### src/design/isq_pkg.sv
`timescale 1ns / 1ps
`default_nettype none

package isq_pkg;

    localparam int CAPACITY    = 16;
    localparam int OCC_W       = $clog2(CAPACITY + 1);
    localparam int IDX_W       = $clog2(CAPACITY);
    localparam int POS_W       = 6;
    localparam int VAL_W       = 32;
    localparam int COUNT_W     = 5;
    localparam int CMP_W       = ((OCC_W > POS_W) ? OCC_W : POS_W) + 1;
    localparam int QUEUE_DEPTH = 2;

    typedef enum logic [2:0] {
        REQ_PUSH_BACK,
        REQ_PUSH_FRONT,
        REQ_INSERT_AT,
        REQ_DELETE_AT,
        REQ_POP_BACK,
        REQ_POP_FRONT,
        REQ_REVERSE,
        REQ_DUMP
    } req_t;

    typedef enum logic [1:0] {
        ST_OK,
        ST_RANGE,
        ST_FULL,
        ST_EMPTY
    } status_t;

    typedef enum logic [2:0] {
        OP_NONE,
        OP_INSERT,
        OP_DELETE,
        OP_REVERSE,
        OP_DUMP
    } op_t;

    // decoded request: checks already done, occ is the count after the request
    typedef struct packed {
        op_t              op;
        logic [IDX_W-1:0] pos;
        logic [VAL_W-1:0] value;
        status_t          status;
        logic [OCC_W-1:0] occ;
    } cmd_t;

endpackage

`default_nettype wire

### src/design/isq_front.sv
`timescale 1ns / 1ps
`default_nettype none

module isq_front
    import isq_pkg::*;
(
    input  wire logic             clk,
    input  wire logic             rst_n,
    input  wire logic             accept,
    input  wire logic [2:0]       req_type,
    input  wire logic [POS_W-1:0] position,
    input  wire logic [VAL_W-1:0] item_value,
    output cmd_t                  cmd
);

    // count as it stands after every accepted request
    logic [OCC_W-1:0] occ_reg;
    req_t             req;
    logic [CMP_W-1:0] occ_x;
    logic [CMP_W-1:0] pos_x;
    logic [CMP_W-1:0] ins_pos_x;
    logic [CMP_W-1:0] tail_x;

    assign req    = req_t'(req_type);
    assign occ_x  = CMP_W'(occ_reg);
    assign pos_x  = CMP_W'(position);
    assign tail_x = occ_x - 1'b1;

    always_comb
    begin
        cmd.op     = OP_NONE;
        cmd.pos    = '0;
        cmd.value  = item_value;
        cmd.status = ST_OK;
        cmd.occ    = occ_reg;
        ins_pos_x  = pos_x;

        unique case (req) inside
            REQ_PUSH_BACK, REQ_PUSH_FRONT, REQ_INSERT_AT:
            begin
                if (req == REQ_PUSH_BACK)
                begin
                    ins_pos_x = occ_x;
                end
                else if (req == REQ_PUSH_FRONT)
                begin
                    ins_pos_x = '0;
                end
                // range check ranks ahead of the full check
                if (ins_pos_x > occ_x)
                begin
                    cmd.status = ST_RANGE;
                end
                else if (occ_x >= CMP_W'(CAPACITY))
                begin
                    cmd.status = ST_FULL;
                end
                else
                begin
                    cmd.op  = OP_INSERT;
                    cmd.pos = ins_pos_x[IDX_W-1:0];
                    cmd.occ = occ_reg + 1'b1;
                end
            end
            REQ_DELETE_AT:
            begin
                if (pos_x >= occ_x)
                begin
                    cmd.status = ST_RANGE;
                end
                else
                begin
                    cmd.op  = OP_DELETE;
                    cmd.pos = pos_x[IDX_W-1:0];
                    cmd.occ = occ_reg - 1'b1;
                end
            end
            REQ_POP_BACK, REQ_POP_FRONT:
            begin
                if (occ_reg == '0)
                begin
                    cmd.status = ST_EMPTY;
                end
                else
                begin
                    cmd.op  = OP_DELETE;
                    cmd.pos = (req == REQ_POP_BACK) ? tail_x[IDX_W-1:0] : '0;
                    cmd.occ = occ_reg - 1'b1;
                end
            end
            REQ_REVERSE:
            begin
                cmd.op = OP_REVERSE;
            end
            default:
            begin
                cmd.op = OP_DUMP;
            end
        endcase
    end

    always_ff @(posedge clk or negedge rst_n)
    begin
        if (!rst_n)
        begin
            occ_reg <= '0;
        end
        else if (accept)
        begin
            occ_reg <= cmd.occ;
        end
    end

endmodule

`default_nettype wire

### src/design/isq_queue.sv
`timescale 1ns / 1ps
`default_nettype none

module isq_queue
    import isq_pkg::*;
(
    input  wire logic clk,
    input  wire logic rst_n,
    input  wire logic push,
    input  wire cmd_t wr_cmd,
    input  wire logic pop,
    output logic      full,
    output logic      not_empty,
    output cmd_t      rd_cmd
);

    localparam int PTR_W  = (QUEUE_DEPTH > 1) ? $clog2(QUEUE_DEPTH) : 1;
    localparam int FILL_W = $clog2(QUEUE_DEPTH + 1);

    cmd_t              entry_reg [QUEUE_DEPTH];
    logic [PTR_W-1:0]  wr_ptr_reg;
    logic [PTR_W-1:0]  wr_ptr_next;
    logic [PTR_W-1:0]  rd_ptr_reg;
    logic [PTR_W-1:0]  rd_ptr_next;
    logic [FILL_W-1:0] fill_reg;
    logic [FILL_W-1:0] fill_next;

    assign full      = (fill_reg == FILL_W'(QUEUE_DEPTH));
    assign not_empty = (fill_reg != '0);
    assign rd_cmd    = entry_reg[rd_ptr_reg];

    always_comb
    begin
        wr_ptr_next = wr_ptr_reg;
        rd_ptr_next = rd_ptr_reg;
        fill_next   = fill_reg;
        if (push)
        begin
            wr_ptr_next = (wr_ptr_reg == PTR_W'(QUEUE_DEPTH - 1)) ? '0 : wr_ptr_reg + 1'b1;
        end
        if (pop)
        begin
            rd_ptr_next = (rd_ptr_reg == PTR_W'(QUEUE_DEPTH - 1)) ? '0 : rd_ptr_reg + 1'b1;
        end
        if (push && !pop)
        begin
            fill_next = fill_reg + 1'b1;
        end
        else if (pop && !push)
        begin
            fill_next = fill_reg - 1'b1;
        end
    end

    always_ff @(posedge clk or negedge rst_n)
    begin
        if (!rst_n)
        begin
            wr_ptr_reg <= '0;
            rd_ptr_reg <= '0;
            fill_reg   <= '0;
        end
        else
        begin
            wr_ptr_reg <= wr_ptr_next;
            rd_ptr_reg <= rd_ptr_next;
            fill_reg   <= fill_next;
        end
    end

    always_ff @(posedge clk)
    begin
        if (push)
        begin
            entry_reg[wr_ptr_reg] <= wr_cmd;
        end
    end

endmodule

`default_nettype wire

### src/design/isq_back.sv
`timescale 1ns / 1ps
`default_nettype none

module isq_back
    import isq_pkg::*;
(
    input  wire logic               clk,
    input  wire logic               rst_n,
    input  wire logic               cmd_valid,
    input  wire cmd_t               cmd,
    output logic                    pop,
    output logic                    done,
    output logic [1:0]              status,
    output logic [COUNT_W-1:0]      count,
    output logic [VAL_W-1:0]        element,
    output logic                    last
);

    typedef enum logic [1:0] {
        S_IDLE,
        S_REVERSE,
        S_DUMP
    } state_t;

    state_t             state_reg;
    state_t             state_next;
    logic [IDX_W-1:0]   step_reg;
    logic [IDX_W-1:0]   step_next;
    logic [IDX_W-1:0]   limit_reg;
    logic [IDX_W-1:0]   limit_next;
    logic [OCC_W-1:0]   occ_reg;
    logic [OCC_W-1:0]   occ_next;
    logic [OCC_W-1:0]   occ_less;
    logic [VAL_W-1:0]   cell_reg  [CAPACITY];
    logic [VAL_W-1:0]   cell_next [CAPACITY];
    logic [VAL_W-1:0]   pick;
    logic               done_reg;
    logic               done_next;
    status_t            status_reg;
    status_t            status_next;
    logic [COUNT_W-1:0] count_reg;
    logic [COUNT_W-1:0] count_next;
    logic [VAL_W-1:0]   element_reg;
    logic [VAL_W-1:0]   element_next;
    logic               last_reg;
    logic               last_next;

    assign done    = done_reg;
    assign status  = status_reg;
    assign count   = count_reg;
    assign element = element_reg;
    assign last    = last_reg;

    // one read port on the cell row: dump output and the reverse front pick
    assign pick     = cell_reg[step_reg];
    assign occ_less = cmd.occ - 1'b1;

    always_comb
    begin
        state_next   = state_reg;
        step_next    = step_reg;
        limit_next   = limit_reg;
        occ_next     = occ_reg;
        cell_next    = cell_reg;
        pop          = 1'b0;
        done_next    = 1'b0;
        status_next  = ST_OK;
        count_next   = '0;
        element_next = '0;
        last_next    = 1'b0;

        unique case (state_reg)
            S_IDLE:
            begin
                if (cmd_valid)
                begin
                    pop         = 1'b1;
                    occ_next    = cmd.occ;
                    done_next   = 1'b1;
                    status_next = cmd.status;
                    count_next  = COUNT_W'(cmd.occ);
                    last_next   = 1'b1;
                    case (cmd.op)
                        OP_INSERT:
                        begin
                            if (cmd.pos == '0)
                            begin
                                cell_next[0] = cmd.value;
                            end
                            for (int i = 1; i < CAPACITY; i++)
                            begin
                                if (IDX_W'(i) > cmd.pos)
                                begin
                                    cell_next[i] = cell_reg[i-1];
                                end
                                else if (IDX_W'(i) == cmd.pos)
                                begin
                                    cell_next[i] = cmd.value;
                                end
                            end
                        end
                        OP_DELETE:
                        begin
                            for (int i = 0; i < CAPACITY - 1; i++)
                            begin
                                if (IDX_W'(i) >= cmd.pos)
                                begin
                                    cell_next[i] = cell_reg[i+1];
                                end
                            end
                        end
                        OP_REVERSE:
                        begin
                            // step k moves entry k to the front, k = 1 .. count-1
                            if (cmd.occ > OCC_W'(1))
                            begin
                                state_next = S_REVERSE;
                                step_next  = IDX_W'(1);
                                limit_next = occ_less[IDX_W-1:0];
                            end
                        end
                        OP_DUMP:
                        begin
                            if (cmd.occ != '0)
                            begin
                                done_next  = 1'b0;
                                last_next  = 1'b0;
                                state_next = S_DUMP;
                                step_next  = '0;
                                limit_next = occ_less[IDX_W-1:0];
                            end
                        end
                        default:
                        begin
                        end
                    endcase
                end
            end
            S_REVERSE:
            begin
                cell_next[0] = pick;
                for (int i = 1; i < CAPACITY; i++)
                begin
                    if (IDX_W'(i) <= step_reg)
                    begin
                        cell_next[i] = cell_reg[i-1];
                    end
                end
                if (step_reg == limit_reg)
                begin
                    state_next = S_IDLE;
                end
                else
                begin
                    step_next = step_reg + 1'b1;
                end
            end
            S_DUMP:
            begin
                done_next    = 1'b1;
                count_next   = COUNT_W'(occ_reg);
                element_next = pick;
                if (step_reg == limit_reg)
                begin
                    last_next  = 1'b1;
                    state_next = S_IDLE;
                end
                else
                begin
                    step_next = step_reg + 1'b1;
                end
            end
            default:
            begin
                state_next = S_IDLE;
            end
        endcase
    end

    always_ff @(posedge clk or negedge rst_n)
    begin
        if (!rst_n)
        begin
            state_reg   <= S_IDLE;
            step_reg    <= '0;
            limit_reg   <= '0;
            occ_reg     <= '0;
            done_reg    <= 1'b0;
            status_reg  <= ST_OK;
            count_reg   <= '0;
            element_reg <= '0;
            last_reg    <= 1'b0;
        end
        else
        begin
            state_reg   <= state_next;
            step_reg    <= step_next;
            limit_reg   <= limit_next;
            occ_reg     <= occ_next;
            done_reg    <= done_next;
            status_reg  <= status_next;
            count_reg   <= count_next;
            element_reg <= element_next;
            last_reg    <= last_next;
        end
    end

    always_ff @(posedge clk)
    begin
        cell_reg <= cell_next;
    end

endmodule

`default_nettype wire

### src/design/indexed_sequence_store.sv
// A request accepted at a clock edge is written into the command queue; the back end then
// pops it and registers its result. A dump of a non-empty store first enters its dump state.
// An edit is applied in the back end's idle state; a reverse then moves each entry after the
// first to the front in turn; a dump gives one result per element (an empty dump gives one).
// A two-entry command queue lets requests be taken while the back end works.
// Reset clears the count and the queue; element contents stay undefined until written.
// The receiver cannot stall: each result shows for one cycle with done high.
`timescale 1ns / 1ps
`default_nettype none

module indexed_sequence_store
    import isq_pkg::*;
(
    input  wire logic                clk,
    input  wire logic                rst_n,
    input  wire logic                start,
    output logic                     busy,
    input  wire logic [2:0]          req_type,
    input  wire logic [POS_W-1:0]    position,
    input  wire logic signed [31:0]  item_value,
    output logic                     done,
    output logic [1:0]               status,
    output logic [COUNT_W-1:0]       count,
    output logic signed [31:0]       element,
    output logic                     last
);

    logic             accept;
    logic             q_full;
    logic             q_not_empty;
    logic             q_pop;
    cmd_t             front_cmd;
    cmd_t             head_cmd;
    logic [VAL_W-1:0] element_raw;

    assign busy    = q_full;
    assign accept  = start && !busy;
    assign element = element_raw;

    isq_front u_front (
        .clk        (clk),
        .rst_n      (rst_n),
        .accept     (accept),
        .req_type   (req_type),
        .position   (position),
        .item_value (item_value),
        .cmd        (front_cmd)
    );

    isq_queue u_queue (
        .clk       (clk),
        .rst_n     (rst_n),
        .push      (accept),
        .wr_cmd    (front_cmd),
        .pop       (q_pop),
        .full      (q_full),
        .not_empty (q_not_empty),
        .rd_cmd    (head_cmd)
    );

    isq_back u_back (
        .clk       (clk),
        .rst_n     (rst_n),
        .cmd_valid (q_not_empty),
        .cmd       (head_cmd),
        .pop       (q_pop),
        .done      (done),
        .status    (status),
        .count     (count),
        .element   (element_raw),
        .last      (last)
    );

endmodule

`default_nettype wire

### config.mk
export PLATFORM = sky130hd
export DESIGN_NAME = indexed_sequence_store
export DESIGN_NICKNAME = d
export VERILOG_FILES = /design/src/design/isq_pkg.sv /design/src/design/isq_front.sv /design/src/design/isq_queue.sv /design/src/design/isq_back.sv /design/src/design/indexed_sequence_store.sv
export SDC_FILE = /design/constraint.sdc
export NUM_CORES = 2
export LEC_CHECK = 0
export BUFFER_PORTS_ARGS = -buffer_cell sky130_fd_sc_hd__clkbuf_2
export CAP_MARGIN = 20
export CELL_PAD_IN_SITES_DETAIL_PLACEMENT = 0
export CELL_PAD_IN_SITES_GLOBAL_PLACEMENT = 1
export CORE_ASPECT_RATIO = 1.1
export CORE_MARGIN = 4
export CORE_UTILIZATION = 25
export CTS_BUF_LIST = sky130_fd_sc_hd__clkbuf_2
export DETAILED_ROUTE_END_ITERATION = 10
export PLACE_DENSITY = 0.46
export SLEW_MARGIN = 20
export SYNTH_ARGS = -nofsm -noshare
export SYNTH_HDL_FRONTEND = slang
export SYNTH_SLANG_ARGS = --single-unit
export TNS_END_PERCENT = 10
### constraint.sdc
create_clock -name clk -period 10.17 [get_ports clk]
set_input_delay 1.017 -clock clk [delete_from_list [all_inputs] [get_ports clk]]
set_output_delay 1.017 -clock clk [all_outputs]
set_load 0.01 [all_outputs]
# Word-level counts from Yosys, hierarchy flattened
# Memory sizes are Yosys's and may differ from the RTL's.
# Cells that the tools add are included.
[op_classes]
add_sub_neg = 9
mul = 0
div = 0
order_cmp = 50
n_eq_ne = 85
n_shift = 0
muxes = 121
bitwise_logic = 1
reduce_logical = 39
[ops]
columns = ["cell", "count"]
rows = [
  ["32-bit 2-to-1 mux", 65],
  ["512-bit one-hot mux with 2 select lines", 1],
  ["480-bit one-hot mux with 2 select lines", 1],
  ["512-bit 2-to-1 mux", 1],
  ["32-bit binary-select mux with 4-bit select", 1],
  ["6-bit AND reduction", 15],
  ["4-bit by 2-bit inequality test with 1-bit output (second input constant)", 14],
  ["3-bit by 2-bit inequality test with 1-bit output (second input constant)", 18],
  ["2-bit by 1-bit inequality test with 1-bit output (second input constant)", 18],
  ["5-bit 2-to-1 mux", 7],
  ["4-bit == test (first input constant)", 8],
  ["4-bit > comparator (first input constant)", 8],
  ["4-bit less-or-equal comparator (first input constant)", 8],
  ["4-bit greater-or-equal comparator (first input constant)", 7],
  ["4-bit 2-to-1 mux", 7],
  ["6-bit 2-to-1 mux", 4],
  ["4-bit one-hot mux with 2 select lines", 3],
  ["2-bit 2-to-1 mux", 11],
  ["7-bit one-hot mux with 3 select lines", 1],
  ["5-bit AND reduction", 4],
  ["3-bit by 4-bit == test with 1-bit output (first input constant)", 4],
  ["3-bit by 4-bit greater-or-equal comparator with 1-bit output (first input constant)", 4],
  ["3-bit by 4-bit > comparator with 1-bit output (first input constant)", 4],
  ["3-bit by 4-bit less-or-equal comparator with 1-bit output (first input constant)", 4],
  ["47 further kinds", 87],
]
[totals]
ff_bits = 577
latchBits = 0
ramBits = 92
romBits = 0
inputBits = 44
out_inout_bits = 42
memories = 1
[mem_list]
columns = ["memory", "words", "width", "read_ports", "rd_ports_with_merged_regs", "wr", "line", "rtl"]
rows = [
  ["u_queue.entry_reg", 2, 46, 1, 0, 1, "isq_queue.sv:20", "cmd_t entry_reg [QUEUE_DEPTH];"],
]

# Longest topological paths before layout
[depth]
depth_word = 7
ltp_mapped = 12

# Modules after synthesis
# A second synthesis with hierarchy kept.
[hier_totals]
cells_unflattened = 3176
hier_area_um2 = 36592.6
[modules_own_cells]
columns = ["mod", "n_inst", "cells_per_inst", "area_each_um2"]
rows = [
  ["isq_back", 1, 2845, 31709.2],
  ["isq_queue", 1, 159, 3632.2],
  ["isq_front", 1, 171, 1237.4],
  ["indexed_sequence_store", 1, 1, 13.8],
]

# Least setup slack after synthesis
# No wires, ideal clock.
[synth_path]
path_kind = "register to register"
start = "register u_queue.rd_ptr_reg"
end = "register u_back.cell_reg[416] (netlist bit), enable pin"
setup_ns = 0.474
arrival_ns = 4.139
setup_slack_ns = 5.556
stages_incl_launch_ff = 9
synth_period_minus_slack_ns = 4.614
path_cell_list = "dfrtp_1 buf_4 mux2i_1 buf_4 and2_0 buf_2 nand2_1 clkbuf_1 a221oi_1"
[synth_between]
elab_chain_len = 4
word_cells_on_any_way = 10
cone_classes = "order compare: 2; eq/ne: 6; reduce/logical: 1; memory: 1"
[synth_rtl]
columns = ["element", "line", "rtl"]
rows = [
  ["start, declared", "isq_queue.sv:23", "logic [PTR_W-1:0] rd_ptr_reg;"],
  ["start signal, assigned", "isq_queue.sv:66", "rd_ptr_reg <= rd_ptr_next;"],
  ["memory 2 x 46 bit *", "--", ""],
  ["2-bit by 4-bit > comparator with 1-bit output (tied with other cells)", "isq_back.sv:92", "if (IDX_W'(i) > cmd.pos)"],
  ["4-bit by 2-bit inequality test with 1-bit output (no line) (tied with other cells)", "--", ""],
  ["6-bit AND reduction (no line) *", "--", ""],
  ["end signal, assigned", "isq_back.sv:210", "cell_reg <= cell_next;"],
  ["end, declared", "isq_back.sv:34", "logic [VAL_W-1:0] cell_reg [CAPACITY];"],
]
# Mark *: on every way between the ends. The rest lies on a longest branch, timed or not.
# A chain may end at the register's enable or synchronous reset.

# Worst setup path after layout
[layout_path]
start = "register u_queue.rd_ptr_reg"
end = "register u_back.cell_reg[457] (netlist bit), enable pin"
[layout_between]
elab_chain_len = 4
word_cells_on_any_way = 10
cone_classes = "order compare: 2; eq/ne: 6; reduce/logical: 1; memory: 1"
[layout_rtl]
columns = ["element", "line"]
rows = [
  ["memory 2 x 46 bit *", "--"],
  ["1-bit by 4-bit > comparator with 1-bit output (tied with other cells)", "isq_back.sv:92"],
  ["4-bit by 2-bit inequality test with 1-bit output (no line) (tied with other cells)", "--"],
  ["6-bit AND reduction (no line) *", "--"],
]
# Marked as above.

==> metrics <==
clock transition at the registers of the reported paths 0.10 ns; CP delay by family, top compound AO/OA/AOI/OAI gates; final hold vios 0; core area 0.144 mm2; CTS Buf Count 191; WP buf/inv 2; Setup Buffers After CTS 0; die area 0.151 mm2; CTS tree yes; via/cell ratio 5.40; initial antenna violation count 5; Clock Sinks 669; Top cell by count, worst path buf_4; DP Wirelength 92,800 um; First-pass DRT Iterations 5; ranking of synthesized cells by area edfxtp_1, o21ai_0, a22oi_1; largest area contributor in the netlist edfxtp_1; CP Class flip-flop to flip-flop; first-pass GRT wire length 228,000 um; Worst-Skew Late Latency 1.65 ns; Worst Tran Pin Value 1.12 ns; post_cts resized 0; library cells used by synthesis 69; crit-path max FO 34; Critical Path Sink Type flip-flop; Max Fclk 232 MHz; root buffer cell clkbuf_2; period utilisation layout 42.5%; Main synth FF type edfxtp_1; Core Rows 146; Die Ht 408 um; post-layout min period 4.32 ns; Bufs on Longest Clock Path 3; sequential-to-total area share from yosys stat 54.4%; post-synth top area share 49.9%; routed via count 30,200; setup TNS 0 ns; Layout fillers 15,100; status completed; cell count after synthesis 3,366; port bufs 85; Initial Util 25.2%; Mapped Area 0.0363 mm2; WL final 160,000 um; Fin Clk Skew 0.142 ns; Worst Path Arrival 5.55 ns; Nets 3,576; critical path startpoint category flip-flop; HP Class primary input to flip-flop; number of flops mapped to enable cells by yosys 604; synthesis-stage register bit count 669; Largest stage delay, worst path 0.93 ns; maxcap violations 0; Critical Path RT 11.40 ns; largest net degree at the start of global routing 130; area growth from synthesis to layout 14.9%; Avg WL per Cell 28.6 um; synth cell count leaders edfxtp_1, o21ai_0, nand2_1; top-count cell post-synth edfxtp_1; RSZ-0062 raised after global routing no; Max stage delay cell, worst path a221oi_4; gr ovfl total 0; initial DRC count 2,864; total track usage 20.7%; vias in the first global route 30,800; Post-synth ARST share 9.72%; boundary pin count 86; Mean Syn Cell Area 10.8 um2; syn_nets 3,432; endpoints failing setup 0; Slew HR 25.0%; DR DRC count 0; Post-DRT Antenna Nets 0; Die Span X 371 um; number of flip-flops in the largest register 512; Slew Limit Fails 0; share of layout cells above drive strength 1 18.6%; H-tree depth 4; R2R setup slack 5.85 ns; RePlAce Congestion 0.762; yosys warns 0; crit path cell chain mux2i_1, and2_0, nand2_2, buf_4, a221oi_4, buf_4
==> cell type report <==
class	count	area (um2)	share of cell area, %
Antenna cell	5	12.5	0.0300
Clock buffer	301	1510	3.61
Clock inverter	48	250	0.600
Inverter	21	78.8	0.189
Multi-Input combinational cell	2383	15800	37.8
Sequential cell	669	19800	47.4
Tap cell	1924	2410	5.77
Timing Repair Buffer	244	1910	4.58
==> final timing paths <==
| check | cells past startpoint | startpoint | endpoint |
|---|---|---|---|
| max | 6 | u_queue.rd_ptr_reg | u_back.cell_reg[457] |
| min | 7 | position[4] | u_queue.entry_reg[0][5] |
| max reg2reg | 6 | u_queue.rd_ptr_reg | u_back.cell_reg[457] |
| min reg2reg | 1 | u_back.occ_reg[1] | u_back.count[1] |
| max in group asynchronous | 4 | rst_n | u_queue.rd_ptr_reg |
| min in group asynchronous | 4 | rst_n | u_back.element[24] |
==> repair_timing <==
item                                    in CTS  in global routing
endpoints found under the setup margin       0                  0
hold endpoints to repair                   144                  0
hold buffers                                75                  0
==> layout by cell type (no fill, tap or decap), drive strengths merged, types with 3 or more instances in the layout <==
cell type	synthesis	routed
a22oi	387	387
a21oi	79	79
xor2	5	5
or3	5	5
nor2	159	159
nor3	14	14
a31oi	6	6
mux4	67	67
a221oi	5	5
o22ai	33	33
a21o	21	21
xnor2	11	11
o31ai	7	7
clkinv	0	39
nand3	9	9
diode	0	5
o21ai	626	626
o221ai	63	63
clkbuf	211	385
mux2	35	35
nand2b	11	11
nor3b	3	3
a221o	5	5
and3b	3	3
a211oi	3	3
inv	21	26
o21bai	11	11
nand4	3	3
nand2	538	538
dlygate4sd3	0	74
buf	82	86
and2	38	38
edfxtp	604	604
ha	22	22
o211ai	6	6
nor2b	5	5
mux2i	172	172
and3	6	6
dfrtp	65	65
==> metal layers <==
layer	share of wire [%]	global-route usage (%)
met1	43	27.4
met2	48	33.9
met3	6.4	4.28
met4	2.9	6.69
met5	0	0
==> worst min-delay path: cells and delay by family <==
family / cells / cell delay [ns]
AOI/OAI and AO/OA: 3 / 0.28
buffers and inverters: 1 / 0.11
adders and majority gates: 1 / 0.17
and+or+nand+nor: 2 / 0.14
==> kinds of logic after synthesis <==
kind of cell             Yosys count  share of synthesized area, %
AO/OA/AOI/OAI                   1267                          21.7
adder cells (fa/ha/maj)           22                         0.758
AND/OR/NAND/NOR                  804                          9.29
multiplexers                     274                          9.99
flip-flops                       669                          54.4
buffers and inverters            314                          3.51
XOR/XNOR                          16                         0.386
==> through the flow <==
step,area (um2),util (%),setup WS [ns],std cells,hold slack (ns)
6_report,41700,29.0,5.85,5595,0.302
5_1_grt,41700,29.0,5.55,5594,0.125
4_1_cts,41700,28.9,5.67,5590,0.0414
3_5_place_dp,39200,27.2,5.71,5166,0.466
3_3_place_gp,39100,27.1,5.85,5161,0.459
2_1_floorplan,36300,-,5.56,3366,0.450
Power is not shown: default switching activity piles up to over one toggle a cycle in this logic, so the estimate is an artifact.
